<file path="config.mk">
export PLATFORM = sky130hd
export DESIGN_NAME = lru_tagged_handle_cache_top
export DESIGN_NICKNAME = d
export VERILOG_FILES = /design/src/design/lthc_pkg.sv /design/src/design/lru_tagged_handle_cache_top.sv /design/src/design/lthc_entry_ram.sv
export SDC_FILE = /design/constraint.sdc
export NUM_CORES = 2
export LEC_CHECK = 0
export ABC_CLOCK_PERIOD_IN_PS = 11190
export BUFFER_PORTS_ARGS = -buffer_cell sky130_fd_sc_hd__clkbuf_2
export CAP_MARGIN = 20
export CORE_ASPECT_RATIO = 0.9
export CORE_MARGIN = 2
export CORE_UTILIZATION = 30
export CTS_BUF_LIST = sky130_fd_sc_hd__clkbuf_8
export CTS_CLUSTER_DIAMETER = 60
export CTS_CLUSTER_SIZE = 20
export DETAILED_ROUTE_END_ITERATION = 6
export REMOVE_ABC_BUFFERS = 1
export SLEW_MARGIN = 20
export SYNTH_ARGS = -nofsm -noshare
export SYNTH_HDL_FRONTEND = slang
export SYNTH_SLANG_ARGS = --single-unit
</file>
<file path="constraint.sdc">
create_clock -name clk -period 11.19 [get_ports clk]
set_clock_uncertainty 0.1 [all_clocks]
set_input_delay 1.119 -clock clk [delete_from_list [all_inputs] [get_ports clk]]
set_output_delay 1.119 -clock clk [all_outputs]
set_load 0.05 [all_outputs]
</file>
<file path="src/design/lthc_pkg.sv">
`default_nettype none
// ----------------------------------------------------------------------------
// lthc_pkg
// Shared types and constants of the tagged handle cache: entry layout,
// request kinds, register map and memory control group.
// ----------------------------------------------------------------------------
package lthc_pkg;

    localparam int TS_W     = 16;
    localparam int VAR_W    = 8;
    localparam int LEVEL_W  = 4;
    localparam int TAG_W    = 32;
    localparam int HANDLE_W = 32;
    localparam int CAP_W    = 5;

    localparam logic [CAP_W-1:0] CAPACITY_RESET = 5'd12;

    // request kinds
    localparam logic KIND_LOOKUP = 1'b0;
    localparam logic KIND_FILL   = 1'b1;

    // register indexes (byte address / 4)
    localparam logic [1:0] REG_CAPACITY    = 2'd0;
    localparam logic [1:0] REG_REFINEMENT  = 2'd1;
    localparam logic [1:0] REG_COMPRESSION = 2'd2;
    localparam logic [1:0] REG_REGION      = 2'd3;

    typedef struct packed {
        logic [HANDLE_W-1:0] handle;
        logic [TAG_W-1:0]    region;
        logic [LEVEL_W-1:0]  compression;
        logic [LEVEL_W-1:0]  refinement;
        logic [VAR_W-1:0]    variable;
        logic [TS_W-1:0]     timestep;
    } entry_t;

    typedef struct packed {
        logic wr_en;
        logic rd_en;
    } ram_ctrl_t;

endpackage
`default_nettype wire

</file>
<file path="src/design/lru_tagged_handle_cache_top.sv">
`default_nettype none
// ----------------------------------------------------------------------------
// lru_tagged_handle_cache_top
// Fully associative cache of data handles with least recently used order.
// ----------------------------------------------------------------------------
//  channel   direction  handshake                    payload
//  s_axis    in         tvalid/tready                tdata: timestep, variable_id,
//                                                    fill_handle; tuser: kind
//  m_axis    out        tvalid/tready                tdata: found_handle,
//                                                    evicted_handle; tuser: hit, evicted
//  apb       in         psel/penable/pwrite/pready   paddr, pwdata, prdata
//
//  a lookup scans the entry memory in recency order, one entry per cycle
//  on its read port
//  a fill that evicts makes one extra read of the victim
//  one request is worked on at a time; a new request is taken while the
//  previous result still waits in the output register
//  reset empties the cache and sets the registers to their reset values
// ----------------------------------------------------------------------------
module lru_tagged_handle_cache_top #(
    parameter int MAX_ENTRIES = 16
) (
    input  wire         clk,
    input  wire         rst_n,
    // timestep [15:0], variable_id [23:16], fill_handle [55:24]
    input  wire  [55:0] s_axis_tdata,
    // kind [0]
    input  wire  [0:0]  s_axis_tuser,
    input  wire         s_axis_tvalid,
    output logic        s_axis_tready,
    // found_handle [31:0], evicted_handle [63:32]
    output logic [63:0] m_axis_tdata,
    // hit [0], evicted [1]
    output logic [1:0]  m_axis_tuser,
    output logic        m_axis_tvalid,
    input  wire         m_axis_tready,
    input  wire         psel,
    input  wire         penable,
    input  wire         pwrite,
    input  wire  [3:0]  paddr,
    input  wire  [31:0] pwdata,
    output logic [31:0] prdata,
    output logic        pready
);

    localparam int IW = $clog2(MAX_ENTRIES);
    localparam int CW = $clog2(MAX_ENTRIES + 1);
    localparam int EW = (CW > lthc_pkg::CAP_W) ? CW : lthc_pkg::CAP_W;
    localparam logic [CW-1:0] COUNT_MAX = CW'(MAX_ENTRIES);
    localparam logic [EW-1:0] CAP_MAX   = EW'(MAX_ENTRIES);

    typedef enum logic [2:0] {
        ST_IDLE,
        ST_SCAN,
        ST_EVICT_RD,
        ST_FILL_WR,
        ST_DONE
    } state_t;

    // configuration registers
    logic [lthc_pkg::CAP_W-1:0]    cap_reg;
    logic [lthc_pkg::LEVEL_W-1:0]  refine_reg;
    logic [lthc_pkg::LEVEL_W-1:0]  compress_reg;
    logic [lthc_pkg::TAG_W-1:0]    region_reg;

    state_t                        state_reg, state_next;
    logic [CW-1:0]                 count_reg, count_next;
    logic [CW-1:0]                 pos_reg, pos_next;
    logic [CW-1:0]                 cmp_pos_reg, cmp_pos_next;
    logic [IW-1:0]                 cmp_slot_reg, cmp_slot_next;
    logic                          cmp_valid_reg, cmp_valid_next;
    logic                          evict_reg, evict_next;

    logic                          kind_reg, kind_next;
    logic [lthc_pkg::TS_W-1:0]     ts_reg, ts_next;
    logic [lthc_pkg::VAR_W-1:0]    var_reg, var_next;
    logic [lthc_pkg::HANDLE_W-1:0] fh_reg, fh_next;

    logic                          res_hit_reg, res_hit_next;
    logic [lthc_pkg::HANDLE_W-1:0] res_found_reg, res_found_next;
    logic                          res_evicted_reg, res_evicted_next;
    logic [lthc_pkg::HANDLE_W-1:0] res_evh_reg, res_evh_next;

    logic                          out_valid_reg, out_valid_next;
    logic                          out_hit_reg, out_hit_next;
    logic [lthc_pkg::HANDLE_W-1:0] out_found_reg, out_found_next;
    logic                          out_evicted_reg, out_evicted_next;
    logic [lthc_pkg::HANDLE_W-1:0] out_evh_reg, out_evh_next;

    // recency list: position 0 holds the slot of the most recent entry,
    // positions at and above the count hold free slots
    logic [IW-1:0]                 order_reg  [MAX_ENTRIES];
    logic [IW-1:0]                 order_next [MAX_ENTRIES];

    logic [IW-1:0]                 ord_idx;
    logic [IW-1:0]                 ord_sel;
    logic                          rot_en;
    logic [CW-1:0]                 rot_k;
    logic [IW-1:0]                 rot_head;
    logic [CW-1:0]                 fill_k;
    logic [EW-1:0]                 eff_cap;
    logic                          key_match;
    logic                          s_accept;
    logic                          cfg_write;

    lthc_pkg::ram_ctrl_t           ram_ctrl;
    logic [IW-1:0]                 ram_waddr;
    logic [IW-1:0]                 ram_raddr;
    lthc_pkg::entry_t              ram_wdata;
    lthc_pkg::entry_t              ram_rdata;

    lthc_entry_ram #(
        .DEPTH (MAX_ENTRIES),
        .AW    (IW)
    ) u_ram (
        .clk   (clk),
        .ctrl  (ram_ctrl),
        .waddr (ram_waddr),
        .wdata (ram_wdata),
        .raddr (ram_raddr),
        .rdata (ram_rdata)
    );

    // ------------------------------------------------------------------------
    // configuration port
    // ------------------------------------------------------------------------
    assign pready    = 1'b1;
    assign cfg_write = psel && penable && pwrite && pready;

    always_comb
    begin
        unique case (paddr[3:2])
            lthc_pkg::REG_CAPACITY:    prdata = {27'd0, cap_reg};
            lthc_pkg::REG_REFINEMENT:  prdata = {28'd0, refine_reg};
            lthc_pkg::REG_COMPRESSION: prdata = {28'd0, compress_reg};
            lthc_pkg::REG_REGION:      prdata = region_reg;
            default:                   prdata = '0;
        endcase
    end

    always_ff @(posedge clk or negedge rst_n)
    begin
        if (!rst_n)
        begin
            cap_reg      <= lthc_pkg::CAPACITY_RESET;
            refine_reg   <= '0;
            compress_reg <= '0;
            region_reg   <= '0;
        end
        else if (cfg_write)
        begin
            unique case (paddr[3:2])
                lthc_pkg::REG_CAPACITY:    cap_reg      <= pwdata[4:0];
                lthc_pkg::REG_REFINEMENT:  refine_reg   <= pwdata[3:0];
                lthc_pkg::REG_COMPRESSION: compress_reg <= pwdata[3:0];
                lthc_pkg::REG_REGION:      region_reg   <= pwdata;
                default:                   cap_reg      <= cap_reg;
            endcase
        end
    end

    // ------------------------------------------------------------------------
    // request datapath and control
    // ------------------------------------------------------------------------
    assign s_axis_tready = (state_reg == ST_IDLE);
    assign s_accept      = s_axis_tvalid && s_axis_tready;

    // zero capacity counts as one, anything above the store as full size
    always_comb
    begin
        if (cap_reg == '0)
        begin
            eff_cap = EW'(1);
        end
        else if (EW'(cap_reg) > CAP_MAX)
        begin
            eff_cap = CAP_MAX;
        end
        else
        begin
            eff_cap = EW'(cap_reg);
        end
    end

    // victim sits at the oldest position, otherwise take the first free slot
    assign fill_k  = evict_reg ? (count_reg - CW'(1)) : count_reg;
    assign ord_sel = order_reg[ord_idx];

    assign key_match = (ram_rdata.timestep == ts_reg) &&
                       (ram_rdata.variable == var_reg) &&
                       (ram_rdata.refinement == refine_reg) &&
                       (ram_rdata.compression == compress_reg) &&
                       (ram_rdata.region == region_reg);

    assign ram_wdata.handle      = fh_reg;
    assign ram_wdata.region      = region_reg;
    assign ram_wdata.compression = compress_reg;
    assign ram_wdata.refinement  = refine_reg;
    assign ram_wdata.variable    = var_reg;
    assign ram_wdata.timestep    = ts_reg;

    always_comb
    begin
        state_next       = state_reg;
        count_next       = count_reg;
        pos_next         = pos_reg;
        cmp_pos_next     = cmp_pos_reg;
        cmp_slot_next    = cmp_slot_reg;
        cmp_valid_next   = cmp_valid_reg;
        evict_next       = evict_reg;
        kind_next        = kind_reg;
        ts_next          = ts_reg;
        var_next         = var_reg;
        fh_next          = fh_reg;
        res_hit_next     = res_hit_reg;
        res_found_next   = res_found_reg;
        res_evicted_next = res_evicted_reg;
        res_evh_next     = res_evh_reg;
        out_valid_next   = out_valid_reg && !m_axis_tready;
        out_hit_next     = out_hit_reg;
        out_found_next   = out_found_reg;
        out_evicted_next = out_evicted_reg;
        out_evh_next     = out_evh_reg;

        ord_idx        = pos_reg[IW-1:0];
        ram_ctrl.wr_en = 1'b0;
        ram_ctrl.rd_en = 1'b0;
        ram_raddr      = ord_sel;
        ram_waddr      = ord_sel;
        rot_en         = 1'b0;
        rot_k          = fill_k;
        rot_head       = ord_sel;

        unique case (state_reg)
            ST_IDLE:
            begin
                if (s_accept)
                begin
                    kind_next        = s_axis_tuser[0];
                    ts_next          = s_axis_tdata[15:0];
                    var_next         = s_axis_tdata[23:16];
                    fh_next          = s_axis_tdata[55:24];
                    res_hit_next     = 1'b0;
                    res_found_next   = '0;
                    res_evicted_next = 1'b0;
                    res_evh_next     = '0;
                    pos_next         = '0;
                    cmp_valid_next   = 1'b0;
                    evict_next       = 1'b0;
                    if (s_axis_tuser[0] == lthc_pkg::KIND_LOOKUP)
                    begin
                        state_next = (count_reg == '0) ? ST_DONE : ST_SCAN;
                    end
                    else if ((EW'(count_reg) >= eff_cap) && (count_reg != '0))
                    begin
                        evict_next = 1'b1;
                        state_next = ST_EVICT_RD;
                    end
                    else
                    begin
                        state_next = ST_FILL_WR;
                    end
                end
            end

            ST_SCAN:
            begin
                // read of one position overlaps the compare of the previous
                ord_idx        = pos_reg[IW-1:0];
                cmp_valid_next = (pos_reg < count_reg);
                if (pos_reg < count_reg)
                begin
                    ram_ctrl.rd_en = 1'b1;
                    ram_raddr      = ord_sel;
                    pos_next       = pos_reg + CW'(1);
                    cmp_pos_next   = pos_reg;
                    cmp_slot_next  = ord_sel;
                end
                if (cmp_valid_reg)
                begin
                    if (key_match)
                    begin
                        rot_en         = 1'b1;
                        rot_k          = cmp_pos_reg;
                        rot_head       = cmp_slot_reg;
                        res_hit_next   = 1'b1;
                        res_found_next = ram_rdata.handle;
                        cmp_valid_next = 1'b0;
                        state_next     = ST_DONE;
                    end
                    else if (cmp_pos_reg == (count_reg - CW'(1)))
                    begin
                        cmp_valid_next = 1'b0;
                        state_next     = ST_DONE;
                    end
                end
            end

            ST_EVICT_RD:
            begin
                ord_idx        = fill_k[IW-1:0];
                ram_ctrl.rd_en = 1'b1;
                ram_raddr      = ord_sel;
                state_next     = ST_FILL_WR;
            end

            ST_FILL_WR:
            begin
                ord_idx        = fill_k[IW-1:0];
                ram_ctrl.wr_en = 1'b1;
                ram_waddr      = ord_sel;
                rot_en         = 1'b1;
                rot_k          = fill_k;
                rot_head       = ord_sel;
                if (evict_reg)
                begin
                    res_evicted_next = 1'b1;
                    res_evh_next     = ram_rdata.handle;
                end
                else
                begin
                    count_next = count_reg + CW'(1);
                end
                state_next = ST_DONE;
            end

            ST_DONE:
            begin
                if (!out_valid_reg || m_axis_tready)
                begin
                    out_valid_next   = 1'b1;
                    out_hit_next     = res_hit_reg;
                    out_found_next   = res_found_reg;
                    out_evicted_next = res_evicted_reg;
                    out_evh_next     = res_evh_reg;
                    state_next       = ST_IDLE;
                end
            end

            default:
            begin
                state_next = ST_IDLE;
            end
        endcase
    end

    // move the chosen slot to the front, shifting the younger ones back
    always_comb
    begin
        for (int p = 0; p < MAX_ENTRIES; p++)
        begin
            order_next[p] = order_reg[p];
        end
        if (rot_en)
        begin
            order_next[0] = rot_head;
            for (int p = 1; p < MAX_ENTRIES; p++)
            begin
                if (CW'(p) <= rot_k)
                begin
                    order_next[p] = order_reg[p-1];
                end
            end
        end
    end

    always_ff @(posedge clk or negedge rst_n)
    begin
        if (!rst_n)
        begin
            state_reg       <= ST_IDLE;
            count_reg       <= '0;
            pos_reg         <= '0;
            cmp_pos_reg     <= '0;
            cmp_slot_reg    <= '0;
            cmp_valid_reg   <= 1'b0;
            evict_reg       <= 1'b0;
            kind_reg        <= lthc_pkg::KIND_LOOKUP;
            ts_reg          <= '0;
            var_reg         <= '0;
            fh_reg          <= '0;
            res_hit_reg     <= 1'b0;
            res_found_reg   <= '0;
            res_evicted_reg <= 1'b0;
            res_evh_reg     <= '0;
            out_valid_reg   <= 1'b0;
            out_hit_reg     <= 1'b0;
            out_found_reg   <= '0;
            out_evicted_reg <= 1'b0;
            out_evh_reg     <= '0;
            for (int p = 0; p < MAX_ENTRIES; p++)
            begin
                order_reg[p] <= IW'(p);
            end
        end
        else
        begin
            state_reg       <= state_next;
            count_reg       <= count_next;
            pos_reg         <= pos_next;
            cmp_pos_reg     <= cmp_pos_next;
            cmp_slot_reg    <= cmp_slot_next;
            cmp_valid_reg   <= cmp_valid_next;
            evict_reg       <= evict_next;
            kind_reg        <= kind_next;
            ts_reg          <= ts_next;
            var_reg         <= var_next;
            fh_reg          <= fh_next;
            res_hit_reg     <= res_hit_next;
            res_found_reg   <= res_found_next;
            res_evicted_reg <= res_evicted_next;
            res_evh_reg     <= res_evh_next;
            out_valid_reg   <= out_valid_next;
            out_hit_reg     <= out_hit_next;
            out_found_reg   <= out_found_next;
            out_evicted_reg <= out_evicted_next;
            out_evh_reg     <= out_evh_next;
            for (int p = 0; p < MAX_ENTRIES; p++)
            begin
                order_reg[p] <= order_next[p];
            end
        end
    end

    assign m_axis_tvalid = out_valid_reg;
    assign m_axis_tdata  = {out_evh_reg, out_found_reg};
    assign m_axis_tuser  = {out_evicted_reg, out_hit_reg};

    // ------------------------------------------------------------------------
    // assertions
    // ------------------------------------------------------------------------
    a_count_bound: assert property (@(posedge clk) disable iff (!rst_n)
        count_reg <= COUNT_MAX)
        else $error("entry count above store size");

    a_scan_keeps_count: assert property (@(posedge clk) disable iff (!rst_n)
        (state_reg == ST_SCAN) |=> $stable(count_reg))
        else $error("lookup changed entry count");

    a_hit_not_evict: assert property (@(posedge clk) disable iff (!rst_n)
        m_axis_tvalid |-> !(m_axis_tuser[0] && m_axis_tuser[1]))
        else $error("result flags both hit and eviction");

    a_miss_zero: assert property (@(posedge clk) disable iff (!rst_n)
        (m_axis_tvalid && !m_axis_tuser[0]) |-> (m_axis_tdata[31:0] == '0))
        else $error("non-hit result carries a found handle");

endmodule
`default_nettype wire

</file>
<file path="src/design/lthc_entry_ram.sv">
`default_nettype none
// ----------------------------------------------------------------------------
// lthc_entry_ram
// Entry store: one write port, one read port, registered read data.
// ----------------------------------------------------------------------------
module lthc_entry_ram #(
    parameter int DEPTH = 16,
    parameter int AW    = 4
) (
    input  wire                      clk,
    input  lthc_pkg::ram_ctrl_t      ctrl,
    input  wire  [AW-1:0]            waddr,
    input  lthc_pkg::entry_t         wdata,
    input  wire  [AW-1:0]            raddr,
    output lthc_pkg::entry_t         rdata
);

    lthc_pkg::entry_t mem [DEPTH];

    always_ff @(posedge clk)
    begin
        if (ctrl.wr_en)
        begin
            mem[waddr] <= wdata;
        end
        if (ctrl.rd_en)
        begin
            rdata <= mem[raddr];
        end
    end

endmodule
`default_nettype wire
</file>
==> results.cfg <==
[status]
status = finished clean

[drt]
drc = 0
routed_via_density = 5.17
totalWireLength_um = 207000
routedWlPerCell_um = 24.5
drtPass1Iterations = 5
drt_iter0_drc = 4237
ant_nets = 0
vias = 43700

[die]
ioPinCount = 201
die-area_um2 = 263000
num_rows = 177
core_area_um2 = 258000
initial_core_util = 0.301
die_w_um = 540
die_h_um = 487

[synthesis]
synthArstFlopShare = 0.165
synth_edf_count = 1632
synth_cell_types = 60
synth_warnings = 0
synth_ff_type = edfxtp_1
syn_area_per_cell_um2 = 16.0
synth-seq-cells = 1954
synth_area_um2 = 77600
postSynthCellCount = 4845
ys_seq_area_frac = 0.735

[worst_setup_path]
critPathSlowestCell = buf_4
cp.depth = 11
worstSetupStartpointType = flip-flop
rr_worst_depth = 11
reg2reg_setup_slack_ns = 3.81
r2r_end = u_ram.mem[14][38]
path_max_fanout = 201
reg2reg_from = state_reg[2]
slowest_delay_ns = 0.95
cp_common_cell = buf_4
critPathBufInv = 4
cp-end-kind = flip-flop
path_class = reg -> reg
crit_family = buffers and inverters
path_cells = nor2b_2, mux2i_2, buf_4, mux4_2, a22oi_2, buf_12, and2_1, nand2_1, nor2_4, buf_4, buf_4
crit_required_ns = 11.65
worstPathArrival_ns = 7.84

[power]
p_sw_frac = 0.308
powerDensity_nw_per_um2 = 192
p_int_mw = 11.4
p_seq_frac = 0.600
power_frac_comb = 0.136
ir_drop_v = 0.000167
power_mw = 16.5
power.leakage_nw = 29.0
clkPwrFrac = 0.263
p_sw_mw = 5.08

[clocking]
cts_resized = 0
tritoncts = built
cts-buffers-inserted = 148
clockBufferDepth = 3
cts_root_buf = clkbuf_8
insertion_delay_ns = 0.99
htree_levels = 4
cts_setup_buffers = 0
hold_buffers = 0
clkSinkCount = 1954
cts.clk_slew.worst_paths_ns = 0.12

[sta]
relSlewSlack = 0.245
finalCritPeriodShare = 0.659
hold_viol = 0
setup_viol = 0
drv_slew = 0
worst_pin_slew_ns = 1.12
fmax_mhz = 136
rsz0062_at_grt = false
period_needed_ns = 7.38
fin_setup_tns_ns = 0
hold_ws_ns = 0.237

[global_routing]
grt_max_degree = 205
antenna_found_initial = 11
grt_pass1_vias = 42500
grt_use_total = 0.153
grt-ovfl-total = 0
grt_pass1_wl_um = 300000

[final_layout]
fin_nets = 5038
synthToLayoutAreaGrowth_pct = 10.9
layout_commonest_cell = edfxtp_1
layout.cells.most_common_list = edfxtp_1, a211oi_1, and3_1, mux2i_1, dfrtp_1
drive_gt1_frac = 0.162
largest_reg_flops = 1536

[min_path]
hp-class = in -> reg
worstHoldPathCells = 3
hold_end = fh_reg[16]
hp-start = s_axis_tdata[40]

[place]
dp_hpwl_um = 103000
place.gp.congestion = 0.762
port_buffers = 197

[flow_run]
max_cap_violations = 0
worst register-to-register path, stage by stage, from the launching register on:
cell	delay [ns]
dfrtp_1	0.53
nor2b_2	0.81
mux2i_2	0.29
buf_4	0.37
mux4_2	0.57
a22oi_2	0.39
buf_12	0.79
and2_1	0.34
nand2_1	0.24
nor2_4	0.69
buf_4	0.96
buf_4	0.91
power groups by stage:
| stage | clock [mW] | combinational [mW] | sequential (mW) |
|---|---|---|---|
| final | 4.35 | 2.25 | 9.92 |
| after global routing | 4.71 | 2.44 | 10.0 |
| after CTS | 4.46 | 2.30 | 9.92 |
| after detailed placement | 0 | 2.29 | 10.1 |
| after global placement | 0 | 2.27 | 10.0 |
| after floorplan | 0 | 1.11 | 10.1 |
synth_stat cells (all sizes together) (5+ instances only):
library cell	instances	area, um^2
a211oi	768	5770
a21o	6	45.0
a21oi	13	68.8
a22o	32	280
a22oi	5	56.3
and2	5	31.3
and3	413	2580
buf	63	333
clkbuf	311	1170
dfrtp	288	7210
dfstp	34	893
edfxtp	1632	49000
ha	12	150
inv	43	161
mux2	173	1950
mux2i	402	4040
mux4	16	360
nand2	223	840
nand2b	9	56.3
nand3	41	205
nand4	9	56.3
nor2	39	146
nor3	9	45.0
nor4	19	119
o21ai	60	300
o2bb2ai	8	70.1
or4	97	728
xnor2	14	123
xor2	69	612
final cells by class:
class | count | area [um^2]
fill | 24600 | 172000
sequential | 1954 | 57100
multi-input combinational | 2474 | 19100
tap | 3401 | 4260
clock buffer | 156 | 2150
timing repair buffer | 305 | 1990
clock inverter | 110 | 1290
inverter | 43 | 161
antenna | 3 | 7.51
cells by family after synthesis:
kind of cell / synth area share
buffers and inverters: 0.0214
other: 0.0000483
xor gates and xnor gates: 0.00946
AOI/OAI and AO/OA: 0.0868
and+or+nand+nor: 0.0632
DFF: 0.735
muxes: 0.0817
adders and majority gates: 0.00193
how the worst max path moves through the flow:
stage / slack [ns] / from / endpoint
final: 3.81 / state_reg[2] / u_ram.mem[14][38]
after global routing: 3.52 / state_reg[1] / u_ram.mem[14][25]
after floorplan: -29.50 / state_reg[1] / u_ram.mem[12][0]
after global placement: 3.69 / state_reg[1] / u_ram.mem[14][38]
after CTS: 3.54 / state_reg[1] / u_ram.mem[14][38]
after detailed placement: 3.59 / state_reg[1] / u_ram.mem[14][38]
stage by stage:
| stage | std cells | instance area [um^2] | setup WS [ns] | util |
|---|---|---|---|---|
| after floorplan | 4471 | 76100 | -29.50 | - |
| after global placement | 8173 | 82500 | 3.69 | 0.320 |
| after detailed placement | 8175 | 82600 | 3.59 | 0.320 |
| after CTS | 8441 | 86000 | 3.54 | 0.333 |
| after global routing | 8445 | 86100 | 3.52 | 0.334 |
| final | 8446 | 86100 | 3.81 | 0.334 |
layer usage:
layer | vias up | routed length (um) | GRT usage
met4 | 6 | 4000 | 0.0358
met5 | - | 29 | 0
met1 | 22800 | 94400 | 0.219
met3 | 214 | 13300 | 0.0271
li1 | 19300 | - | -
met2 | 1298 | 95200 | 0.242
(Power assumes the default switching activity.)
